$ cat src/rtl/lmss_pkg.sv
`default_nettype none

package lmss_pkg;

	localparam int MATRIX_SIZE = 8;
	localparam int FRAME_DEPTH = 64;

	// Command codes carried by the cmd field
	typedef enum logic [2:0] {
		CMD_TICK   = 3'd0,
		CMD_WRITE  = 3'd1,
		CMD_PAUSE  = 3'd2,
		CMD_RESUME = 3'd3,
		CMD_FASTER = 3'd4,
		CMD_SLOWER = 3'd5
	} cmd_t;

	// Configuration register indexes
	typedef enum logic [1:0] {
		REG_SCAN_MODE    = 2'd0,
		REG_DWELL_TICKS  = 2'd1,
		REG_SCROLL_STEPS = 2'd2
	} reg_idx_t;

	localparam logic        RST_SCAN_MODE    = 1'b1;
	localparam logic [15:0] RST_DWELL_TICKS  = 16'd2500;
	localparam logic [5:0]  RST_SCROLL_STEPS = 6'd30;
	localparam logic [7:0]  RST_FRAMES_PER_WINDOW = 8'd10;
	localparam logic [7:0]  FPW_STEP = 8'd2;
	localparam logic [7:0]  FPW_MAX  = 8'd254;

	typedef struct packed {
		logic        scan_mode;
		logic [15:0] dwell_ticks;
		logic [5:0]  scroll_steps;
	} cfg_t;

	// What the display shows after an item has been applied
	typedef struct packed {
		logic [2:0] col;
		logic [5:0] offset;
		logic       paused;
	} view_t;

endpackage

`default_nettype wire

$ cat src/rtl/lmss_scan_state.sv
`default_nettype none

module lmss_scan_state (
	input  wire                 clk,
	input  wire                 arst_n,
	input  wire                 step,
	input  wire  [2:0]          cmd,
	input  lmss_pkg::cfg_t      cfg,
	output lmss_pkg::view_t     view
);

	localparam int          LIM  = lmss_pkg::FRAME_DEPTH - lmss_pkg::MATRIX_SIZE + 1;
	localparam logic [8:0]  LIM9 = 9'(LIM);

	logic [2:0]  col_q, col_d;
	logic [15:0] tick_q, tick_d;
	logic [7:0]  rep_q, rep_d;
	logic [5:0]  pos_q, pos_d;
	logic [7:0]  fpw_q, fpw_d;
	logic        pause_q, pause_d;

	logic [15:0] dwell;
	logic [7:0]  fpw;
	logic [5:0]  limit;
	logic        held_now;
	logic [16:0] tick_inc;
	logic [8:0]  rep_inc;
	logic [6:0]  pos_inc;
	logic [2:0]  col_inc;
	logic [8:0]  fpw_up;

	always_comb begin
		dwell    = (cfg.dwell_ticks == 16'd0) ? 16'd1 : cfg.dwell_ticks;
		fpw      = (fpw_q == 8'd0) ? 8'd1 : fpw_q;
		if (cfg.scroll_steps == 6'd0)
			limit = 6'd1;
		else if ({3'b000, cfg.scroll_steps} > LIM9)
			limit = LIM9[5:0];
		else
			limit = cfg.scroll_steps;
		held_now = cfg.scan_mode && pause_q && (col_q == 3'd0) && (tick_q == 16'd0)
			&& (rep_q == 8'd0);
		tick_inc = {1'b0, tick_q} + 17'd1;
		rep_inc  = {1'b0, rep_q} + 9'd1;
		pos_inc  = {1'b0, pos_q} + 7'd1;
		col_inc  = col_q + 3'd1;
		fpw_up   = {1'b0, fpw_q} + {1'b0, lmss_pkg::FPW_STEP};
	end

	// Next state for one accepted word
	always_comb begin
		col_d   = col_q;
		tick_d  = tick_q;
		rep_d   = rep_q;
		pos_d   = pos_q;
		fpw_d   = fpw_q;
		pause_d = pause_q;
		if (step) begin
			unique case (lmss_pkg::cmd_t'(cmd))
				lmss_pkg::CMD_TICK: begin
					if (!held_now) begin
						if (tick_inc < {1'b0, dwell}) begin
							tick_d = tick_inc[15:0];
						end else begin
							tick_d = 16'd0;
							col_d  = col_inc;
							if (col_inc == 3'd0 && cfg.scan_mode) begin
								if (rep_inc < {1'b0, fpw}) begin
									rep_d = rep_inc[7:0];
								end else begin
									rep_d = 8'd0;
									pos_d = (pos_inc >= {1'b0, limit}) ? 6'd0 : pos_inc[5:0];
								end
							end
						end
					end
				end
				lmss_pkg::CMD_WRITE: begin
				end
				lmss_pkg::CMD_PAUSE:  pause_d = 1'b1;
				lmss_pkg::CMD_RESUME: pause_d = 1'b0;
				lmss_pkg::CMD_FASTER: begin
					fpw_d = (fpw_q >= lmss_pkg::FPW_STEP) ? fpw_q - lmss_pkg::FPW_STEP : 8'd0;
				end
				lmss_pkg::CMD_SLOWER: begin
					fpw_d = (fpw_up > {1'b0, lmss_pkg::FPW_MAX}) ? lmss_pkg::FPW_MAX : fpw_up[7:0];
				end
				default: begin
				end
			endcase
		end
	end

	always_comb begin
		view.col    = col_d;
		view.offset = cfg.scan_mode ? pos_d : 6'd0;
		view.paused = cfg.scan_mode && pause_d && (col_d == 3'd0) && (tick_d == 16'd0)
			&& (rep_d == 8'd0);
	end

	always_ff @(posedge clk or negedge arst_n) begin
		if (!arst_n) begin
			col_q   <= 3'd0;
			tick_q  <= 16'd0;
			rep_q   <= 8'd0;
			pos_q   <= 6'd0;
			fpw_q   <= lmss_pkg::RST_FRAMES_PER_WINDOW;
			pause_q <= 1'b0;
		end else begin
			col_q   <= col_d;
			tick_q  <= tick_d;
			rep_q   <= rep_d;
			pos_q   <= pos_d;
			fpw_q   <= fpw_d;
			pause_q <= pause_d;
		end
	end

endmodule

`default_nettype wire

$ cat src/rtl/led_matrix_scroll_scanner.sv
// 8x8 LED matrix column scanner with optional window scrolling.
// Input channel (in_valid/in_ready) carries one command word: a tick, a frame
// byte write, pause, resume, speed up or slow down. Every accepted word yields
// exactly one output word (out_valid/out_ready) holding the column drive
// (active low), the row byte of the lit column, the window offset and the
// paused flag, all as they stand after that command took effect.
// Throughput: one word per clock while out_ready stays high. Each word passes
// a registered read of the frame store RAM and then the output register.
// A byte written by a command is visible to the same word's row lookup
// (write-to-read forwarding) and to every later word.
// Configuration: cfg_wr_en/cfg_index/cfg_data write one of scan_mode,
// dwell_ticks and scroll_steps per write; write only while no word is in flight.
// Reset clears the scan counters, sets frames per window to 10 and loads the
// register defaults (scroll mode, 2500 ticks dwell, 30 steps). Frame store
// contents are unknown until written; there is no clearing pass.
// When the receiver stalls, the output word holds and one more word is taken
// into the read stage; after that in_ready drops until the output drains.
`default_nettype none

module led_matrix_scroll_scanner (
	input  wire        clk,
	input  wire        arst_n,
	input  wire        cfg_wr_en,
	input  wire  [1:0] cfg_index,
	input  wire  [15:0] cfg_data,
	input  wire        in_valid,
	output logic       in_ready,
	input  wire  [2:0] cmd,
	input  wire  [5:0] byte_addr,
	input  wire  [7:0] byte_value,
	output logic       out_valid,
	input  wire        out_ready,
	output logic [7:0] col_drive,
	output logic [7:0] row_drive,
	output logic [5:0] window_offset,
	output logic       is_paused
);

	localparam int         AW      = $clog2(lmss_pkg::FRAME_DEPTH);
	localparam int         IW      = (AW > 7) ? AW : 7;
	localparam logic [8:0] DEPTH9  = 9'(lmss_pkg::FRAME_DEPTH);

	// configuration registers
	lmss_pkg::cfg_t cfg_q;

	always_ff @(posedge clk or negedge arst_n) begin
		if (!arst_n) begin
			cfg_q.scan_mode    <= lmss_pkg::RST_SCAN_MODE;
			cfg_q.dwell_ticks  <= lmss_pkg::RST_DWELL_TICKS;
			cfg_q.scroll_steps <= lmss_pkg::RST_SCROLL_STEPS;
		end else if (cfg_wr_en) begin
			unique case (lmss_pkg::reg_idx_t'(cfg_index))
				lmss_pkg::REG_SCAN_MODE:    cfg_q.scan_mode    <= cfg_data[0];
				lmss_pkg::REG_DWELL_TICKS:  cfg_q.dwell_ticks  <= cfg_data;
				lmss_pkg::REG_SCROLL_STEPS: cfg_q.scroll_steps <= cfg_data[5:0];
				default: begin
				end
			endcase
		end
	end

	// handshake and pipeline control
	logic accept;
	logic s1_valid_s1;
	logic s1_move;
	logic out_valid_s2;

	assign s1_move  = s1_valid_s1 && (!out_valid_s2 || out_ready);
	assign in_ready = !s1_valid_s1 || s1_move;
	assign accept   = in_valid && in_ready;

	// scan counters update in the acceptance cycle
	lmss_pkg::view_t view;

	lmss_scan_state u_state (
		.clk   (clk),
		.arst_n(arst_n),
		.step  (accept),
		.cmd   (cmd),
		.cfg   (cfg_q),
		.view  (view)
	);

	// frame store addressing: the read index never passes the store's end,
	// the write address wraps modulo the depth
	logic [6:0]    rd_sum;
	logic [IW-1:0] rd_wide;
	logic [AW-1:0] rd_addr;
	logic [8:0]    wr_wide;
	logic [AW-1:0] wr_addr;
	logic          wr_en;
	logic          fwd_hit;

	always_comb begin
		rd_sum  = {1'b0, view.offset} + {4'b0000, view.col};
		rd_wide = IW'(rd_sum);
		rd_addr = rd_wide[AW-1:0];
		wr_wide = {3'b000, byte_addr};
		for (int i = 0; i < 7; i++) begin
			if (wr_wide >= DEPTH9)
				wr_wide = wr_wide - DEPTH9;
		end
		wr_addr = wr_wide[AW-1:0];
		wr_en   = accept && (lmss_pkg::cmd_t'(cmd) == lmss_pkg::CMD_WRITE);
		fwd_hit = wr_en && (wr_addr == rd_addr);
	end

	// frame store: one write port, one registered read port
	logic [7:0] frame_mem [lmss_pkg::FRAME_DEPTH];
	logic [7:0] rd_data_s1;

	always_ff @(posedge clk) begin
		if (wr_en)
			frame_mem[wr_addr] <= byte_value;
		if (accept)
			rd_data_s1 <= frame_mem[rd_addr];
	end

	// read stage payload
	lmss_pkg::view_t view_s1;
	logic            fwd_hit_s1;
	logic [7:0]      fwd_byte_s1;

	always_ff @(posedge clk) begin
		if (accept) begin
			view_s1     <= view;
			fwd_hit_s1  <= fwd_hit;
			fwd_byte_s1 <= byte_value;
		end
	end

	always_ff @(posedge clk or negedge arst_n) begin
		if (!arst_n) begin
			s1_valid_s1 <= 1'b0;
		end else if (accept) begin
			s1_valid_s1 <= 1'b1;
		end else if (s1_move) begin
			s1_valid_s1 <= 1'b0;
		end
	end

	// output stage: hold while stalled, advance when the read stage moves
	logic [7:0] col_drive_s2;
	logic [7:0] row_drive_s2;
	logic [5:0] offset_s2;
	logic       paused_s2;

	always_ff @(posedge clk) begin
		if (s1_move) begin
			col_drive_s2 <= ~(8'd1 << view_s1.col);
			row_drive_s2 <= fwd_hit_s1 ? fwd_byte_s1 : rd_data_s1;
			offset_s2    <= view_s1.offset;
			paused_s2    <= view_s1.paused;
		end
	end

	always_ff @(posedge clk or negedge arst_n) begin
		if (!arst_n) begin
			out_valid_s2 <= 1'b0;
		end else if (s1_move) begin
			out_valid_s2 <= 1'b1;
		end else if (out_ready) begin
			out_valid_s2 <= 1'b0;
		end
	end

	assign out_valid     = out_valid_s2;
	assign col_drive     = col_drive_s2;
	assign row_drive     = row_drive_s2;
	assign window_offset = offset_s2;
	assign is_paused     = paused_s2;

	// exactly one column line is driven low
	a_one_col: assert property (@(posedge clk) disable iff (!arst_n)
		out_valid_s2 |-> ($countones(~col_drive_s2) == 1))
		else $error("column drive does not select exactly one column");

	// a word in the read stage is never dropped while it cannot move
	a_s1_hold: assert property (@(posedge clk) disable iff (!arst_n)
		(s1_valid_s1 && !s1_move) |=> s1_valid_s1)
		else $error("read stage word lost while stalled");

	// a paused display always shows column 0
	a_pause_col: assert property (@(posedge clk) disable iff (!arst_n)
		(out_valid_s2 && paused_s2) |-> !col_drive_s2[0])
		else $error("paused output not on column 0");

	// static mode shows offset 0
	a_static_off: assert property (@(posedge clk) disable iff (!arst_n)
		(out_valid_s2 && !cfg_q.scan_mode) |-> (offset_s2 == 6'd0))
		else $error("nonzero window offset in static mode");

endmodule

`default_nettype wire
$ cat config.mk
export PLATFORM = sky130hd
export DESIGN_NAME = led_matrix_scroll_scanner
export DESIGN_NICKNAME = d
export VERILOG_FILES = /design/src/rtl/lmss_pkg.sv /design/src/rtl/lmss_scan_state.sv /design/src/rtl/led_matrix_scroll_scanner.sv
export SDC_FILE = /design/constraint.sdc
export NUM_CORES = 1
export LEC_CHECK = 0
export ABC_AREA = 1
export BUFFER_PORTS_ARGS = -buffer_cell sky130_fd_sc_hd__buf_2
export CORE_UTILIZATION = 55
export DETAILED_ROUTE_END_ITERATION = 10
export HOLD_SLACK_MARGIN = 0.1
export PLACE_DENSITY = 0.78
export SYNTH_ARGS = -nofsm -noshare
export SYNTH_HDL_FRONTEND = slang
export SYNTH_SLANG_ARGS = --single-unit
$ cat constraint.sdc
create_clock -name clk -period 13.2 [get_ports clk]
set_input_delay 1.98 -clock clk [delete_from_list [all_inputs] [get_ports clk]]
set_output_delay 1.98 -clock clk [all_outputs]
set_load 0.01 [all_outputs]
==> impl_metrics.toml, run 1 <==
[floorplanning]
die_area_mm2 = 0.0501
die_h_um = 224
start_util = 0.562
rows = 80
dieWidth_um = 224
fp.coreArea_mm2 = 0.0481
io_pins = 65

[clock_tree]
cts_tree = "done"
cts_setup_buffers = 0
clockBufferDepth = 3
ctsResizeCount = 0
cts_hold_buf = 0
clock_sinks = 628
clk_pin_slew_ps = 60
cts_root_buf = "clkbuf_16"
clkLatencyLatePin_ps = 630
htree_levels = 2
cts_buffers = 61

[logic_synthesis]
synth.avg_cell_area_um2 = 12.1
synth_cell_type_count = 48
netlist_area_mm2 = 0.0271
yosys-top-cells-count = "edfxtp_1, nand2_1, nor2_1, o21ai_0, inv_1"
synthesis.nets = 2319
synth_most_common_cell = "edfxtp_1"
synthArstFlopShare = 0.105
synth-edff-count = 562
synth_top_area_frac = 0.623
ys_seq_elements = 628
yosys.area.top_type = "edfxtp_1"
synth_area_leaders = "edfxtp_1, nand2_1, dfrtp_1, o21ai_0, nor2_1"
postSynthCellCount = 2235
ys.warnings.count = 0
synthFlopType = "edfxtp_1"
ys_seq_area_frac = 0.685

[sta]
tightest_slew_ps = 1310
post-route-period-util = 0.606
setup_viol = 0
tns_ps = 0
grt_setup_unrepaired = "false"
timing.fmax_mhz = 125
finalCriticalPeriod_ps = 8000
skew_ps = 23.8
final_hold_viol_count = 0
slew_viol_final = 0
slew-limit-headroom = 0.129

[routing]
viasPerCell = 6.00
ant_nets = 0
drt-pass1-iter-count = 7
post-route-drc-count = 0
vias = 17830
wire_per_inst_um = 21.2
finalWirelength_um = 63100
drtIter0Drc = 1924

[grt]
grt_pass1_vias = 17506
grt_pass1_wl_um = 97200
gr-total-overflow = 0
grt_max_degree = 98
antenna_found_initial = 0
grtUsageTotal = 0.253

[pwr]
power_frac_clock = 0.275
p_per_area_mw_per_mm2 = 201
intPower_w = 0.00382
ir_drop_mv = 0.156
total_power_w = 0.00598
power_leakage_nw = 10.8
pwr-share-comb = 0.331
p_sw_w = 0.00217
seq_power_share = 0.394
swShare = 0.362

[finish]
antennaDiodeCount = 0
final_nets = 2352
drive_gt1_frac = 0.101
area_growth_pct = 10.1

[outcome]
status = "finished, final reports clean"

[worst_setup_path]
crit_fanout = 97
cp.required_ps = 13620
cp-start-kind = "input port"
crit_path_end_kind = "flip-flop"
worst-setup-path-type = "input port to flip-flop"
arrival_ps = 8420

[placement]
io_buffers = 64
dpl.hpwl_um = 38600
gp_congestion = 0.901

[worst_hold_path]
hp-class = "flip-flop to flip-flop"

[job]
max_cap_violations = 0
==> critical path, cell delays in order <==
cell and delay (ps):
buf_2 70, inv_1 60, nand3_1 100, nand2_1 120, inv_2 510, nand2_1 140, nor2_2 810, nand3_4 180
inv_2 140, a21oi_1 70, a21oi_1 170, inv_1 70, nor2_1 210, ha_4 170, inv_1 50, fa_4 1340
buf_4 820, xnor2_1 140, a2111oi_0 670, nand2_1 110, inv_1 70, nand2_1 50, nor2_1 210
==> final timing paths <==
kind                                    from                 to  slack [ps]  cells after the start
max reg2reg                u_state.tick_q[0]         fwd_hit_s1        5750                     34
max in group asynchronous             arst_n   u_state.fpw_q[7]       11090                      2
min                               view_s1[3]   window_offset[2]         420                      0
min reg2reg                       view_s1[3]   window_offset[2]         420                      0
min in group asynchronous             arst_n  u_state.tick_q[8]        1550                      2
max                                out_ready         fwd_hit_s1        5200                     23
==> metal layers <==
layer  track usage  vias up  wire length, µm
li1              -     8183                -
met5             0        -                0
met3        0.0435      148             4950
met2         0.420      770            30700
met4         0.101        0             2160
met1         0.334     8729            25300
==> cells in the final DEF, fill, tap and decap left out, types with 4 or more instances in the layout <==
cell type	n
dfrtp_1	54
inv_1	127
o221ai_1	64
nand4_1	20
dfstp_2	12
nand2_1	404
ha_1	42
nand2_2	14
edfxtp_1	562
inv_2	9
buf_2	64
xor2_1	31
clkbuf_1	17
nor2_1	197
clkinv_1	9
nor2_2	4
clkinv_2	14
clkbuf_16	63
mux2i_1	65
o22ai_1	15
a21oi_1	94
o21ai_0	158
nand3_1	120
a32oi_1	65
buf_4	19
mux2_2	8
nor2_4	4
a21o_1	4
clkinvlp_4	5
nor3_1	19
==> through the flow <==
stage / cells / hold slack, ps / utilization / setup WS (ps) / area, µm²
finish: 2974 / 421 / 0.619 / 5200 / 29800
global route: 2974 / 422 / 0.619 / 4790 / 29800
CTS: 2974 / 420 / 0.619 / 5300 / 29800
detailed placement: 2861 / 406 / 0.580 / 4650 / 27900
global placement: 2861 / 407 / 0.580 / 4680 / 27900
floorplan: 2235 / 400 / - / 7220 / 27100
==> final cells by class <==
class | instances | area (µm²)
sequential | 628 | 18500
fill | 3610 | 18300
multi-input combinational | 1357 | 7580
clock buffer | 81 | 1650
tap | 656 | 821
inverter | 137 | 517
timing repair buffer | 83 | 463
clock inverter | 32 | 219
==> power by group through the flow <==
stage | registers, W | clock network (W) | logic (W)
global route | 0.00237 | 0.00173 | 0.00217
detailed placement | 0.00240 | 0 | 0.00195
global placement | 0.00239 | 0 | 0.00190
CTS | 0.00235 | 0.00166 | 0.00196
floorplan | 0.00237 | 0 | 0.00139
finish | 0.00236 | 0.00165 | 0.00198
==> cells by family (layout without fill, tap and decap cells) <==
family / Yosys count / after routing / synth area share
xor+xnor: 34 / 34 / 0.0110
buf+inv: 250 / 333 / 0.0360
flops: 628 / 628 / 0.685
compound gates: 413 / 413 / 0.0965
simple gates: 793 / 793 / 0.123
mux: 73 / 73 / 0.0274
fa+ha+maj: 44 / 44 / 0.0206
==> flip-flops by register name (all words and copies together), names as in the netlist <==
name             cells
out_valid            1
fwd_hit_s1           1
fwd_byte_s1          8
is_paused            1
cfg_q               23
u_state.pos_q        6
view_s1             10
u_state.col_q        3
u_state.pause_q      1
u_state.tick_q      16
row_drive            8
col_drive            8
u_state.rep_q        8
rd_data_s1           8
u_state.fpw_q        7
frame_mem          512
window_offset        6
s1_valid_s1          1
No activity file was read; power rests on OpenSTA's default activity.
==> run 2: changes to the inputs <==
Settings changed: PLACE_DENSITY 0.78 to 0.81.
Clock period 13.2 ns to 6.6 ns, I/O delays scaled along.
==> run 2 against run 1 <==
Setup slack lost 4800 ps. Critical path depth increased by 14. Clock-buffer cell count decreased by 14. Sequential power is 100% higher. Highest routed layer unchanged.
==> impl_metrics.toml, run 2 (same netlist as run 1, synthesis figures left out) <==
[outcome]
status = "finished, final reports clean"

[floorplanning]
die_h_um = 224
start_util = 0.562
rows = 80
fp.coreArea_mm2 = 0.0481
io_pins = 65
dieWidth_um = 224
die_area_mm2 = 0.0501

[clock_tree]
cts_buffers = 61
htree_levels = 2
cts_root_buf = "clkbuf_16"
clkLatencyLatePin_ps = 650
clockBufferDepth = 3
clk_pin_slew_ps = 70
cts_hold_buf = 0
cts_tree = "done"
cts_setup_buffers = 0
clock_sinks = 628

[finish]
layout_common_cells = "edfxtp_1, nand2_1, nor2_1, o21ai_0, inv_1"
regMostFlops = "frame_mem"
final_nets = 2362
layout_commonest_cell = "edfxtp_1"
reg_top3 = "frame_mem (512), cfg_q (23), u_state.tick_q (16)"
largest_reg_flops = 512
drive_gt1_frac = 0.110
utilization = 0.631
area_growth_pct = 12.2

[placement]
io_buffers = 64
dpl.hpwl_um = 38400
gp_congestion = 0.960

[worst_setup_path]
arrival_ps = 6750
reg2reg_depth = 37
cp_slowest_cell = "fa_4"
worst-setup-path-type = "flip-flop to flip-flop"
slowest_delay_ps = 810
cp-start-kind = "flip-flop"
crit_top_cell = "nand2_1"
crit_path_end_kind = "flip-flop"
regToRegStartpoint = "u_state.tick_q[0]"
crit_fanout = 68
crit_path_start = "u_state.tick_q[0]"
cp.required_ps = 7100

[pwr]
power_leakage_nw = 11.0
swShare = 0.349
pwr-share-comb = 0.323
intPower_w = 0.00822
p_per_area_mw_per_mm2 = 416
ir_drop_mv = 0.302
p_sw_w = 0.00441
seq_power_share = 0.374
power_frac_clock = 0.303

[grt]
grtUsageTotal = 0.251
grt_max_degree = 161
antenna_found_initial = 2
grt_pass1_wl_um = 96400
gr-total-overflow = 0
grt_pass1_vias = 17294

[routing]
vias = 17929
finalWirelength_um = 62600
highest_layer = "met4"
ant_nets = 0
wire_per_inst_um = 21.0
post-route-drc-count = 0
drt-pass1-iter-count = 8
wl_met1_um = 24300
viasPerCell = 6.00
dr_wl_met2_um = 30000
drtIter0Drc = 2185
wl_met3_um = 6320

[sta]
final_hold_viol_count = 0
timing.fmax_mhz = 160
grt_setup_unrepaired = "false"
tns_ps = 0
tightest_slew_ps = 1260
finalCriticalPeriod_ps = 6240
setup_viol = 0
post-route-period-util = 0.946
slew_viol_final = 0
slew-limit-headroom = 0.159
skew_ps = 28.9

[worst_hold_path]
hp-class = "flip-flop to flip-flop"
holdCritStartpoint = "view_s1[6]"
worstHoldPathCells = 0

[job]
max_cap_violations = 0
## run 2: final timing paths
| check | endpoint | slack, ps |
|---|---|---|
| setup / recovery | rd_data_s1[7] | 360 |
| hold / removal | window_offset[5] | 420 |
| setup reg to reg | rd_data_s1[7] | 360 |
| hold reg to reg | window_offset[5] | 420 |
| max in group asynchronous | cfg_q[11] | 5490 |
| min in group asynchronous | cfg_q[16] | 550 |
## run 2: through the flow
| step | total power [W] | cell area (µm²) | std cells | hold WS [ps] | setup WS, ps |
|---|---|---|---|---|---|
| 2_1_floorplan | 0.00751 | 27100 | 2235 | 400 | 1360 |
| 3_3_place_gp | 0.00863 | 28100 | 2871 | 404 | 640 |
| 3_5_place_dp | 0.00877 | 28100 | 2871 | 405 | 487 |
| 4_1_cts | 0.0126 | 30400 | 2986 | 416 | 429 |
| 5_1_grt | 0.0132 | 30400 | 2986 | 419 | 17.1 |
| 6_report | 0.0126 | 30400 | 2987 | 418 | 359 |
## run 2: critical path: cells and delay by family, from the launching register on
| kind | cells | cell delay (ps) |
|---|---|---|
| xor gates and xnor gates | 1 | 230 |
| AOI/OAI and AO/OA | 5 | 800 |
| and+or+nand+nor | 19 | 2100 |
| buffers and inverters | 8 | 1020 |
| DFF | 1 | 400 |
| adders and majority gates | 4 | 1500 |
## run 2: area by class of cell
type,count,area (µm²)
repair buffers,93,671
well taps,656,821
inverters,137,517
multi-input cells,1357,7580
flip-flops and latches,628,18500
fillers,3381,17800
clock inverters,48,656
diodes,1,2.50
clock buffers,67,1570
## run 2: what timing repair did
action | CTS | global route
hold endpoints to repair | 0 | 0
resized for setup | 0 | 1
endpoints found under the setup margin | 0 | 1
## run 2: layer usage
metal | vias to the layer above | track usage
li1 | 8222 | -
met4 | 0 | 0.0901
met3 | 126 | 0.0455
met5 | - | 0
met1 | 8581 | 0.335
met2 | 1000 | 0.413
## run 2: power by group through the flow
stage          Clock, W  Sequential, W  Combinational, W
4_1_cts         0.00386        0.00471           0.00402
6_report        0.00383        0.00472           0.00408
2_1_floorplan         0        0.00474           0.00277
5_1_grt         0.00400        0.00473           0.00444
3_5_place_dp          0        0.00479           0.00398
3_3_place_gp          0        0.00478           0.00385
